`config.mk`:
```
export PLATFORM = sky130hd
export DESIGN_NAME = key_debounce_event_queue_unit
export DESIGN_NICKNAME = d
export VERILOG_FILES = /design/src/hdl/kdeq_pkg.sv /design/src/hdl/kdeq_ram.sv /design/src/hdl/kdeq_front.sv /design/src/hdl/kdeq_cmd_fifo.sv /design/src/hdl/kdeq_back.sv /design/src/hdl/key_debounce_event_queue_unit.sv
export SDC_FILE = /design/constraint.sdc
export NUM_CORES = 1
export LEC_CHECK = 0
export BUFFER_PORTS_ARGS = -buffer_cell sky130_fd_sc_hd__buf_2
export CAP_MARGIN = 5
export CORE_ASPECT_RATIO = 0.7
export CORE_MARGIN = 3
export CORE_UTILIZATION = 40
export DETAILED_ROUTE_END_ITERATION = 6
export PLACE_DENSITY = 0.65
export SLEW_MARGIN = 10
export SYNTH_ARGS = -nofsm -noshare
export SYNTH_HDL_FRONTEND = slang
export SYNTH_HIERARCHICAL = 1
export SYNTH_SLANG_ARGS = --single-unit
```
`constraint.sdc`:
```
create_clock -name aclk -period 7 [get_ports aclk]
set_input_delay 0 -clock aclk [delete_from_list [all_inputs] [get_ports aclk]]
set_output_delay 0 -clock aclk [all_outputs]
set_load 0.03 [all_outputs]
```
`src/hdl/kdeq_pkg.sv`:
```
package kdeq_pkg;

    localparam int FIFO_DEPTH_DEFAULT = 8;
    localparam int NUM_KEYS_DEFAULT   = 3;
    localparam int MAX_KEYS           = 8;

    localparam int PIN_W  = 3;
    localparam int CODE_W = 8;

    localparam logic [CODE_W-1:0] DEBOUNCE_RESET = 8'd20;
    localparam logic [CODE_W-1:0] PRESS_BASE     = 8'h30;
    localparam logic [CODE_W-1:0] RELEASE_FLAG   = 8'h80;
    localparam logic [CODE_W-1:0] EMPTY_CODE     = 8'h00;

    localparam logic CMD_TICK = 1'b0;
    localparam logic CMD_READ = 1'b1;

endpackage

```
`src/hdl/kdeq_ram.sv`:
```
module kdeq_ram #(
    parameter int WIDTH = 8,
    parameter int DEPTH = 8
) (
    input  logic                     aclk,
    input  logic                     wr_en,
    input  logic [$clog2(DEPTH)-1:0] wr_addr,
    input  logic [WIDTH-1:0]         wr_data,
    input  logic                     rd_en,
    input  logic [$clog2(DEPTH)-1:0] rd_addr,
    output logic [WIDTH-1:0]         rd_data
);

    logic [WIDTH-1:0] mem [DEPTH];
    logic [WIDTH-1:0] rd_data_reg;

    always_ff @(posedge aclk) begin
        if (wr_en) begin
            mem[wr_addr] <= wr_data;
        end
        if (rd_en) begin
            rd_data_reg <= mem[rd_addr];
        end
    end

    assign rd_data = rd_data_reg;

endmodule

```
`src/hdl/kdeq_front.sv`:
```
module kdeq_front #(
    parameter int NUM_KEYS = kdeq_pkg::NUM_KEYS_DEFAULT
) (
    input  logic                          aclk,
    input  logic                          aresetn,
    input  logic                          cfg_wr_en,
    input  logic [kdeq_pkg::CODE_W-1:0]   cfg_wr_data,
    input  logic                          in_valid,
    input  logic                          in_cmd,
    input  logic [kdeq_pkg::PIN_W-1:0]    in_pins,
    input  logic                          q_ready,
    output logic                          q_valid,
    output logic [2*NUM_KEYS:0]           q_data
);

    logic [kdeq_pkg::CODE_W-1:0]   ticks_reg;
    logic [kdeq_pkg::CODE_W-1:0]   count_reg  [NUM_KEYS];
    logic [kdeq_pkg::CODE_W-1:0]   count_next [NUM_KEYS];
    logic [kdeq_pkg::CODE_W-1:0]   count_dec  [NUM_KEYS];
    logic [2*NUM_KEYS-1:0]         event_mask;
    logic [kdeq_pkg::MAX_KEYS-1:0] pins_ext;
    logic                          accept_tick;

    assign pins_ext    = kdeq_pkg::MAX_KEYS'(in_pins);
    assign accept_tick = in_valid && q_ready && (in_cmd == kdeq_pkg::CMD_TICK);

    // Each key contributes a release bit and then a press bit, in queueing order.
    always_comb begin
        event_mask = '0;
        for (int k = 0; k < NUM_KEYS; k++) begin
            count_dec[k] = (count_reg[k] != '0) ? count_reg[k] - 1'b1 : '0;
            event_mask[2*k] = (count_reg[k] != '0) && (count_dec[k] == '0);
            event_mask[2*k+1] = !pins_ext[k] && (count_dec[k] == '0);
            count_next[k] = !pins_ext[k] ? ticks_reg : count_dec[k];
        end
    end

    always_ff @(posedge aclk) begin
        if (!aresetn) begin
            ticks_reg <= kdeq_pkg::DEBOUNCE_RESET;
            for (int k = 0; k < NUM_KEYS; k++) begin
                count_reg[k] <= '0;
            end
        end else begin
            if (cfg_wr_en) begin
                ticks_reg <= cfg_wr_data;
            end
            if (accept_tick) begin
                for (int k = 0; k < NUM_KEYS; k++) begin
                    count_reg[k] <= count_next[k];
                end
            end
        end
    end

    assign q_valid = in_valid;
    assign q_data  = (in_cmd == kdeq_pkg::CMD_READ) ? {{(2*NUM_KEYS){1'b0}}, 1'b1}
                                                    : {event_mask, 1'b0};

endmodule

```
`src/hdl/kdeq_cmd_fifo.sv`:
```
module kdeq_cmd_fifo #(
    parameter int WIDTH = 7
) (
    input  logic             aclk,
    input  logic             aresetn,
    input  logic             wr_valid,
    output logic             wr_ready,
    input  logic [WIDTH-1:0] wr_data,
    output logic             rd_valid,
    input  logic             rd_pop,
    output logic [WIDTH-1:0] rd_data
);

    logic [WIDTH-1:0] slot_reg [2];
    logic             wr_ptr_reg;
    logic             rd_ptr_reg;
    logic [1:0]       count_reg;
    logic [1:0]       count_next;
    logic             push;
    logic             pop;

    assign wr_ready = (count_reg != 2'd2);
    assign rd_valid = (count_reg != 2'd0);
    assign push     = wr_valid && wr_ready;
    assign pop      = rd_pop && rd_valid;
    assign rd_data  = slot_reg[rd_ptr_reg];

    always_comb begin
        count_next = count_reg;
        if (push && !pop) begin
            count_next = count_reg + 2'd1;
        end else if (pop && !push) begin
            count_next = count_reg - 2'd1;
        end
    end

    always_ff @(posedge aclk) begin
        if (!aresetn) begin
            wr_ptr_reg <= 1'b0;
            rd_ptr_reg <= 1'b0;
            count_reg  <= 2'd0;
        end else begin
            count_reg <= count_next;
            if (push) begin
                wr_ptr_reg <= !wr_ptr_reg;
            end
            if (pop) begin
                rd_ptr_reg <= !rd_ptr_reg;
            end
        end
    end

    always_ff @(posedge aclk) begin
        if (push) begin
            slot_reg[wr_ptr_reg] <= wr_data;
        end
    end

endmodule

```
`src/hdl/kdeq_back.sv`:
```
module kdeq_back #(
    parameter int NUM_KEYS   = kdeq_pkg::NUM_KEYS_DEFAULT,
    parameter int FIFO_DEPTH = kdeq_pkg::FIFO_DEPTH_DEFAULT
) (
    input  logic                        aclk,
    input  logic                        aresetn,
    input  logic                        q_valid,
    input  logic [2*NUM_KEYS:0]         q_data,
    output logic                        q_pop,
    output logic                        m_valid,
    input  logic                        m_ready,
    output logic [kdeq_pkg::CODE_W-1:0] m_code
);

    localparam int MW = 2 * NUM_KEYS;
    localparam int IW = (MW > 1) ? $clog2(MW) : 1;
    localparam int AW = $clog2(FIFO_DEPTH);
    localparam logic [AW-1:0] LAST_IDX = AW'(FIFO_DEPTH - 1);

    logic                        cur_valid_reg, cur_valid_next;
    logic                        cur_read_reg,  cur_read_next;
    logic [MW-1:0]               cur_mask_reg,  cur_mask_next;
    logic [AW-1:0]               rd_idx_reg,    rd_idx_next;
    logic [AW-1:0]               wr_idx_reg,    wr_idx_next;
    logic                        rd_pend_reg,   rd_pend_next;
    logic                        rd_zero_reg,   rd_zero_next;
    logic                        m_valid_reg,   m_valid_next;
    logic [kdeq_pkg::CODE_W-1:0] m_code_reg,    m_code_next;

    logic [MW-1:0]               low_bit;
    logic [MW-1:0]               mask_rest;
    logic [IW-1:0]               low_idx;
    logic [kdeq_pkg::CODE_W-1:0] evt_code;
    logic [kdeq_pkg::CODE_W-1:0] ram_q;
    logic [AW-1:0]               wr_idx_inc;
    logic [AW-1:0]               rd_idx_inc;
    logic                        full;
    logic                        empty;
    logic                        out_ready;
    logic                        can_issue;
    logic                        push_evt;
    logic                        issue;
    logic                        done;
    logic                        take;

    assign low_bit   = cur_mask_reg & (~cur_mask_reg + 1'b1);
    assign mask_rest = cur_mask_reg & ~low_bit;

    always_comb begin
        low_idx = '0;
        for (int j = 0; j < MW; j++) begin
            if (low_bit[j]) begin
                low_idx = IW'(j);
            end
        end
    end

    // Even bits are releases, odd bits presses; the key number is the bit pair.
    assign evt_code = (kdeq_pkg::PRESS_BASE + kdeq_pkg::CODE_W'(low_idx >> 1))
                    | (low_idx[0] ? '0 : kdeq_pkg::RELEASE_FLAG);

    assign wr_idx_inc = (wr_idx_reg == LAST_IDX) ? '0 : wr_idx_reg + 1'b1;
    assign rd_idx_inc = (rd_idx_reg == LAST_IDX) ? '0 : rd_idx_reg + 1'b1;
    assign full       = (wr_idx_inc == rd_idx_reg);
    assign empty      = (wr_idx_reg == rd_idx_reg);
    assign out_ready  = !m_valid_reg || m_ready;
    assign can_issue  = !rd_pend_reg || out_ready;

    always_comb begin
        push_evt = 1'b0;
        issue    = 1'b0;
        done     = 1'b0;
        cur_mask_next = cur_mask_reg;
        if (cur_valid_reg) begin
            if (cur_read_reg) begin
                issue = can_issue;
                done  = can_issue;
            end else begin
                push_evt      = (cur_mask_reg != '0);
                cur_mask_next = mask_rest;
                done          = (mask_rest == '0);
            end
        end
        take  = !cur_valid_reg || done;
        q_pop = take && q_valid;
        cur_valid_next = take ? q_valid : cur_valid_reg;
        cur_read_next  = cur_read_reg;
        if (take && q_valid) begin
            cur_read_next = q_data[0];
            cur_mask_next = q_data[MW:1];
        end
    end

    always_comb begin
        wr_idx_next  = (push_evt && !full) ? wr_idx_inc : wr_idx_reg;
        rd_idx_next  = (issue && !empty) ? rd_idx_inc : rd_idx_reg;
        rd_zero_next = issue ? empty : rd_zero_reg;
        rd_pend_next = issue ? 1'b1 : (out_ready ? 1'b0 : rd_pend_reg);
        m_valid_next = out_ready ? rd_pend_reg : m_valid_reg;
        m_code_next  = m_code_reg;
        if (out_ready && rd_pend_reg) begin
            m_code_next = rd_zero_reg ? kdeq_pkg::EMPTY_CODE : ram_q;
        end
    end

    kdeq_ram #(
        .WIDTH (kdeq_pkg::CODE_W),
        .DEPTH (FIFO_DEPTH)
    ) u_ram (
        .aclk    (aclk),
        .wr_en   (push_evt && !full),
        .wr_addr (wr_idx_reg),
        .wr_data (evt_code),
        .rd_en   (issue && !empty),
        .rd_addr (rd_idx_reg),
        .rd_data (ram_q)
    );

    always_ff @(posedge aclk) begin
        if (!aresetn) begin
            cur_valid_reg <= 1'b0;
            rd_idx_reg    <= '0;
            wr_idx_reg    <= '0;
            rd_pend_reg   <= 1'b0;
            m_valid_reg   <= 1'b0;
        end else begin
            cur_valid_reg <= cur_valid_next;
            rd_idx_reg    <= rd_idx_next;
            wr_idx_reg    <= wr_idx_next;
            rd_pend_reg   <= rd_pend_next;
            m_valid_reg   <= m_valid_next;
        end
    end

    always_ff @(posedge aclk) begin
        cur_read_reg <= cur_read_next;
        cur_mask_reg <= cur_mask_next;
        rd_zero_reg  <= rd_zero_next;
        m_code_reg   <= m_code_next;
    end

    assign m_valid = m_valid_reg;
    assign m_code  = m_code_reg;

endmodule

```
`src/hdl/key_debounce_event_queue_unit.sv`:
```
// A read item passes the command FIFO, the item register, the RAM read register and the
// m_tdata register in turn. Throughput: one item per cycle, while a pending read is not
// stalled by m_tready, for reads and for ticks that raise at most one event; a tick
// queues or drops its events one per cycle, as the event RAM has a single write port.
// Reset: aresetn is synchronous and active low; it clears the debounce counts, the
// queue indices and all valid flags, and loads the debounce period with 20 ticks.
module key_debounce_event_queue_unit #(
    parameter int NUM_KEYS   = kdeq_pkg::NUM_KEYS_DEFAULT,
    parameter int FIFO_DEPTH = kdeq_pkg::FIFO_DEPTH_DEFAULT
) (
    input  logic       aclk,
    input  logic       aresetn,
    input  logic       cfg_wr_en,
    input  logic [7:0] cfg_wr_data,
    input  logic       s_tvalid,
    output logic       s_tready,
    input  logic [7:0] s_tdata,   // [2:0] key_pins, [7:3] zero
    input  logic [0:0] s_tuser,   // [0] cmd
    output logic       m_tvalid,
    input  logic       m_tready,
    output logic [7:0] m_tdata    // [7:0] key_code
);

    localparam int QW = 2 * NUM_KEYS + 1;

    logic          fr_valid;
    logic [QW-1:0] fr_data;
    logic          q_ready;
    logic          q_valid;
    logic [QW-1:0] q_data;
    logic          q_pop;

    kdeq_front #(
        .NUM_KEYS (NUM_KEYS)
    ) u_front (
        .aclk        (aclk),
        .aresetn     (aresetn),
        .cfg_wr_en   (cfg_wr_en),
        .cfg_wr_data (cfg_wr_data),
        .in_valid    (s_tvalid),
        .in_cmd      (s_tuser[0]),
        .in_pins     (s_tdata[kdeq_pkg::PIN_W-1:0]),
        .q_ready     (q_ready),
        .q_valid     (fr_valid),
        .q_data      (fr_data)
    );

    kdeq_cmd_fifo #(
        .WIDTH (QW)
    ) u_cmd_fifo (
        .aclk     (aclk),
        .aresetn  (aresetn),
        .wr_valid (fr_valid),
        .wr_ready (q_ready),
        .wr_data  (fr_data),
        .rd_valid (q_valid),
        .rd_pop   (q_pop),
        .rd_data  (q_data)
    );

    kdeq_back #(
        .NUM_KEYS   (NUM_KEYS),
        .FIFO_DEPTH (FIFO_DEPTH)
    ) u_back (
        .aclk    (aclk),
        .aresetn (aresetn),
        .q_valid (q_valid),
        .q_data  (q_data),
        .q_pop   (q_pop),
        .m_valid (m_tvalid),
        .m_ready (m_tready),
        .m_code  (m_tdata)
    );

    assign s_tready = q_ready;

endmodule

```
==> key figures <==
Finish
  • # diodes: 0
  • Layout cells sized above 1: 14.9%
  • Finished Layout Cells: 829
  • Largest register FFs: 64
  • Post-layout util: 48.9%
  • Final net count: 621
  • Area grow syn2layout: 17.9%

Synth
  • Average size of a mapped cell: 13.6 sq um
  • Yosys reg bits: 148
  • Post-synth top cells: edfxtp_1 (126), nor2_1 (47), a21oi_1 (26), dfxtp_1 (22), inv_1 (21)
  • Mapped cell area: 6870 sq um
  • Post-synth EDFFs: 126
  • Ys flop type: edfxtp_1
  • Syn Inst Count: 505
  • Area leader, netlist: edfxtp_1
  • Synth async-reset ratio: 0%
  • Sequential fraction of the synthesis area: 61.4%
  • Synthesis Warnings: 6
  • Yosys top cell area share: 55.0%
  • Count leader, synth: edfxtp_1
  • Top post-synthesis cells by area: edfxtp_1 (55%), dfxtp_1 (6.4%), mux4_1 (5.7%), mux2_2 (2.6%), nor2_1 (2.6%)
  • Distinct cells, synth: 68

Routing
  • DR iter-0 viols: 335
  • Post-DR vias/cell: 5.09
  • Drt pass-1 iters: 6
  • DR WL met3: 799 microns
  • Post-Route M1 WL: 6400 microns
  • DR DRC count: 0
  • Routed WL per cell: 15.8 microns
  • Final wirelength: 13100 microns
  • Vias: 4223
  • Remaining antenna violation count after routing: 0
  • Top layer in use: met4
  • Metal2 WL: 5860 microns

CTS
  • Reg clk slew, reported paths: 0.06 ns
  • Post-CTS resize count: 0
  • CTS Sinks: 148
  • Root Driver: clkbuf_16
  • Worst-skew pair later-pin latency: 0.41 ns
  • Max Root-Sink Buffers: 2
  • CTS Buf Count: 17
  • CTS tree: yes
  • H-Tree Depth: 4

Floorplan
  • Core Area: 16600 sq um
  • Die width: 163 microns
  • IO Pins: 32
  • Starting Density: 41.4%
  • Die Ht: 116 microns
  • Total die area: 18800 sq um
  • # rows: 39

STA
  • Peak Freq: 325 MHz
  • Minimum clock period: 3.07 ns
  • Worst slew pin tran: 1.19 ns
  • Hold WS: 0.0237 ns
  • Setup_tns: 0 ns
  • Worst Clk Skew: 0.00951 ns
  • Slew Limit Headroom: 20.6%
  • Final Hold Viols: 0
  • Unrepaired setup endpoints after global routing: no
  • Final Max Tran Viols: 0
  • Fin crit share: 43.9%
  • Final setup fails: 0

Setup path
  • Worst r2r dst: u_back/u_ram/mem[5][3]$_DFFE_PP_
  • Critical path startpoint category: flop
  • Crit path from: u_back/rd_idx_reg[0]$_SDFFE_PN0P_
  • Reg2reg path depth: 5
  • Crit. End Element: flop
  • CP required: 7.04 ns
  • Reg-to-reg startpoint: u_back/rd_idx_reg[0]$_SDFFE_PN0P_
  • Critical path class: flop to flop
  • Critical Path Fanout Max: 22
  • Setup crit end: u_back/u_ram/mem[5][3]$_DFFE_PP_
  • Worst reg2reg setup slack: 3.93 ns
  • Critical path arrival: 3.11 ns

Pwr
  • Worst IR Drop VDD: 0.145 mV
  • Leak Pwr: 2.93 nW
  • Pwr dens: 308 nW/um^2

Placed design
  • Dpl cells: 778
  • GP Congestion: 0.827
  • HPWL after detailed placement: 8970 microns
  • Port Buf Inserts: 26

Worst hold path
  • Hold crit path type: primary input to flop

Status
  • Status: complete, no violations

GRT
  • First-pass GRT wire length: 21300 microns
  • Initial antenna violation count: 0
  • GRT overflow: 0
  • Largest net degree at the start of global routing: 25
  • Overall Global Routing Usage: 14.9%
  • Vias in the first global route: 4166

Run
  • Max-cap violations: 0
-- area by class of cell --
cell class	count	area, sq um
clock inverters	6	38.8
well taps	225	282
fillers	1454	8480
clock buffers	26	533
inverters	21	78.8
repair buffers	47	335
flip-flops and latches	148	4220
multi-input cells	356	2620
-- per-layer routing --
| layer | vias to the layer above | track usage [%] |
|---|---|---|
| met2 | 121 | 22.5 |
| met1 | 2034 | 20.7 |
| met3 | 5 | 4.68 |
| met4 | 0 | 4.56 |
| li1 | 2063 | - |
| met5 | - | 0 |
-- cell families after synthesis --
logic type | share of synthesized area [%]
compound gates | 8.32
xor+xnor | 2.04
fa+ha+maj | 1.46
buf+inv | 2.75
flops | 61.4
mux | 11.1
other cells | 0.109
simple gates | 12.8
-- through the flow --
step	setup WS [ns]	total power, mW	area [sq um]
final	3.93	2.50	8110
after global routing	3.62	2.62	8110
after CTS	3.81	2.52	8100
after detailed placement	3.83	1.64	7340
after global placement	3.95	1.62	7340
after floorplan	4.15	1.54	7020
-- power breakdown --
group          leakage [nW]  switching, mW  internal [mW]  total [mW]
Clock                 0.281          0.335          0.526       0.861
Combinational          1.28          0.245          0.195       0.439
Sequential             1.37         0.0988           1.10        1.20
Total                  2.93          0.678           1.82        2.50
-- critical path, stage by stage, from the launching register on --
cell     delay [ns]
dfxtp_1        1.11
o21ai_0        0.29
and4_1         0.33
nor2_1         0.16
nand2_1        0.14
nor2_1         0.67
-- what timing repair did --
| item | CTS | global route |
|---|---|---|
| setup buffers | 0 | 0 |
| setup endpoints to repair | 0 | 0 |
| endpoints found under the hold margin | 14 | 0 |
| hold buffers | 19 | 0 |
-- cell usage in the layout, fill, tap and decap left out, drive strengths merged, types with 15 or more instances in the layout --
cell type / n
clkbuf: 26
mux2: 17
nor2b: 19
nand2b: 15
conb: 40
o21ai: 15
nand2: 19
mux2i: 15
inv: 23
edfxtp: 126
buf: 28
dlygate4sd3: 19
dfxtp: 22
mux4: 16
a21oi: 27
nor2: 47
-- how the worst min path moves through the flow --
stage / from / end / slack, ns / cells past startpoint
after floorplan: aresetn / u_back/cur_valid_reg$_SDFFE_PN0P_ / 0.12 / 1
after global placement: cfg_wr_data[4] / u_front/ticks_reg[4]$_SDFFE_PN1P_ / 0.22 / 3
after detailed placement: cfg_wr_data[4] / u_front/ticks_reg[4]$_SDFFE_PN1P_ / 0.22 / 3
after CTS: s_tdata[0] / u_cmd_fifo/slot_reg[0][2]$_DFFE_PP_ / 0.004 / 2
after global routing: s_tdata[2] / u_front/count_reg[0][22]$_SDFFCE_PN0P_ / 0.05 / 2
final: s_tdata[0] / u_cmd_fifo/slot_reg[0][2]$_DFFE_PP_ / 0.02 / 2
No activity file was read; power rests on OpenSTA's default activity.
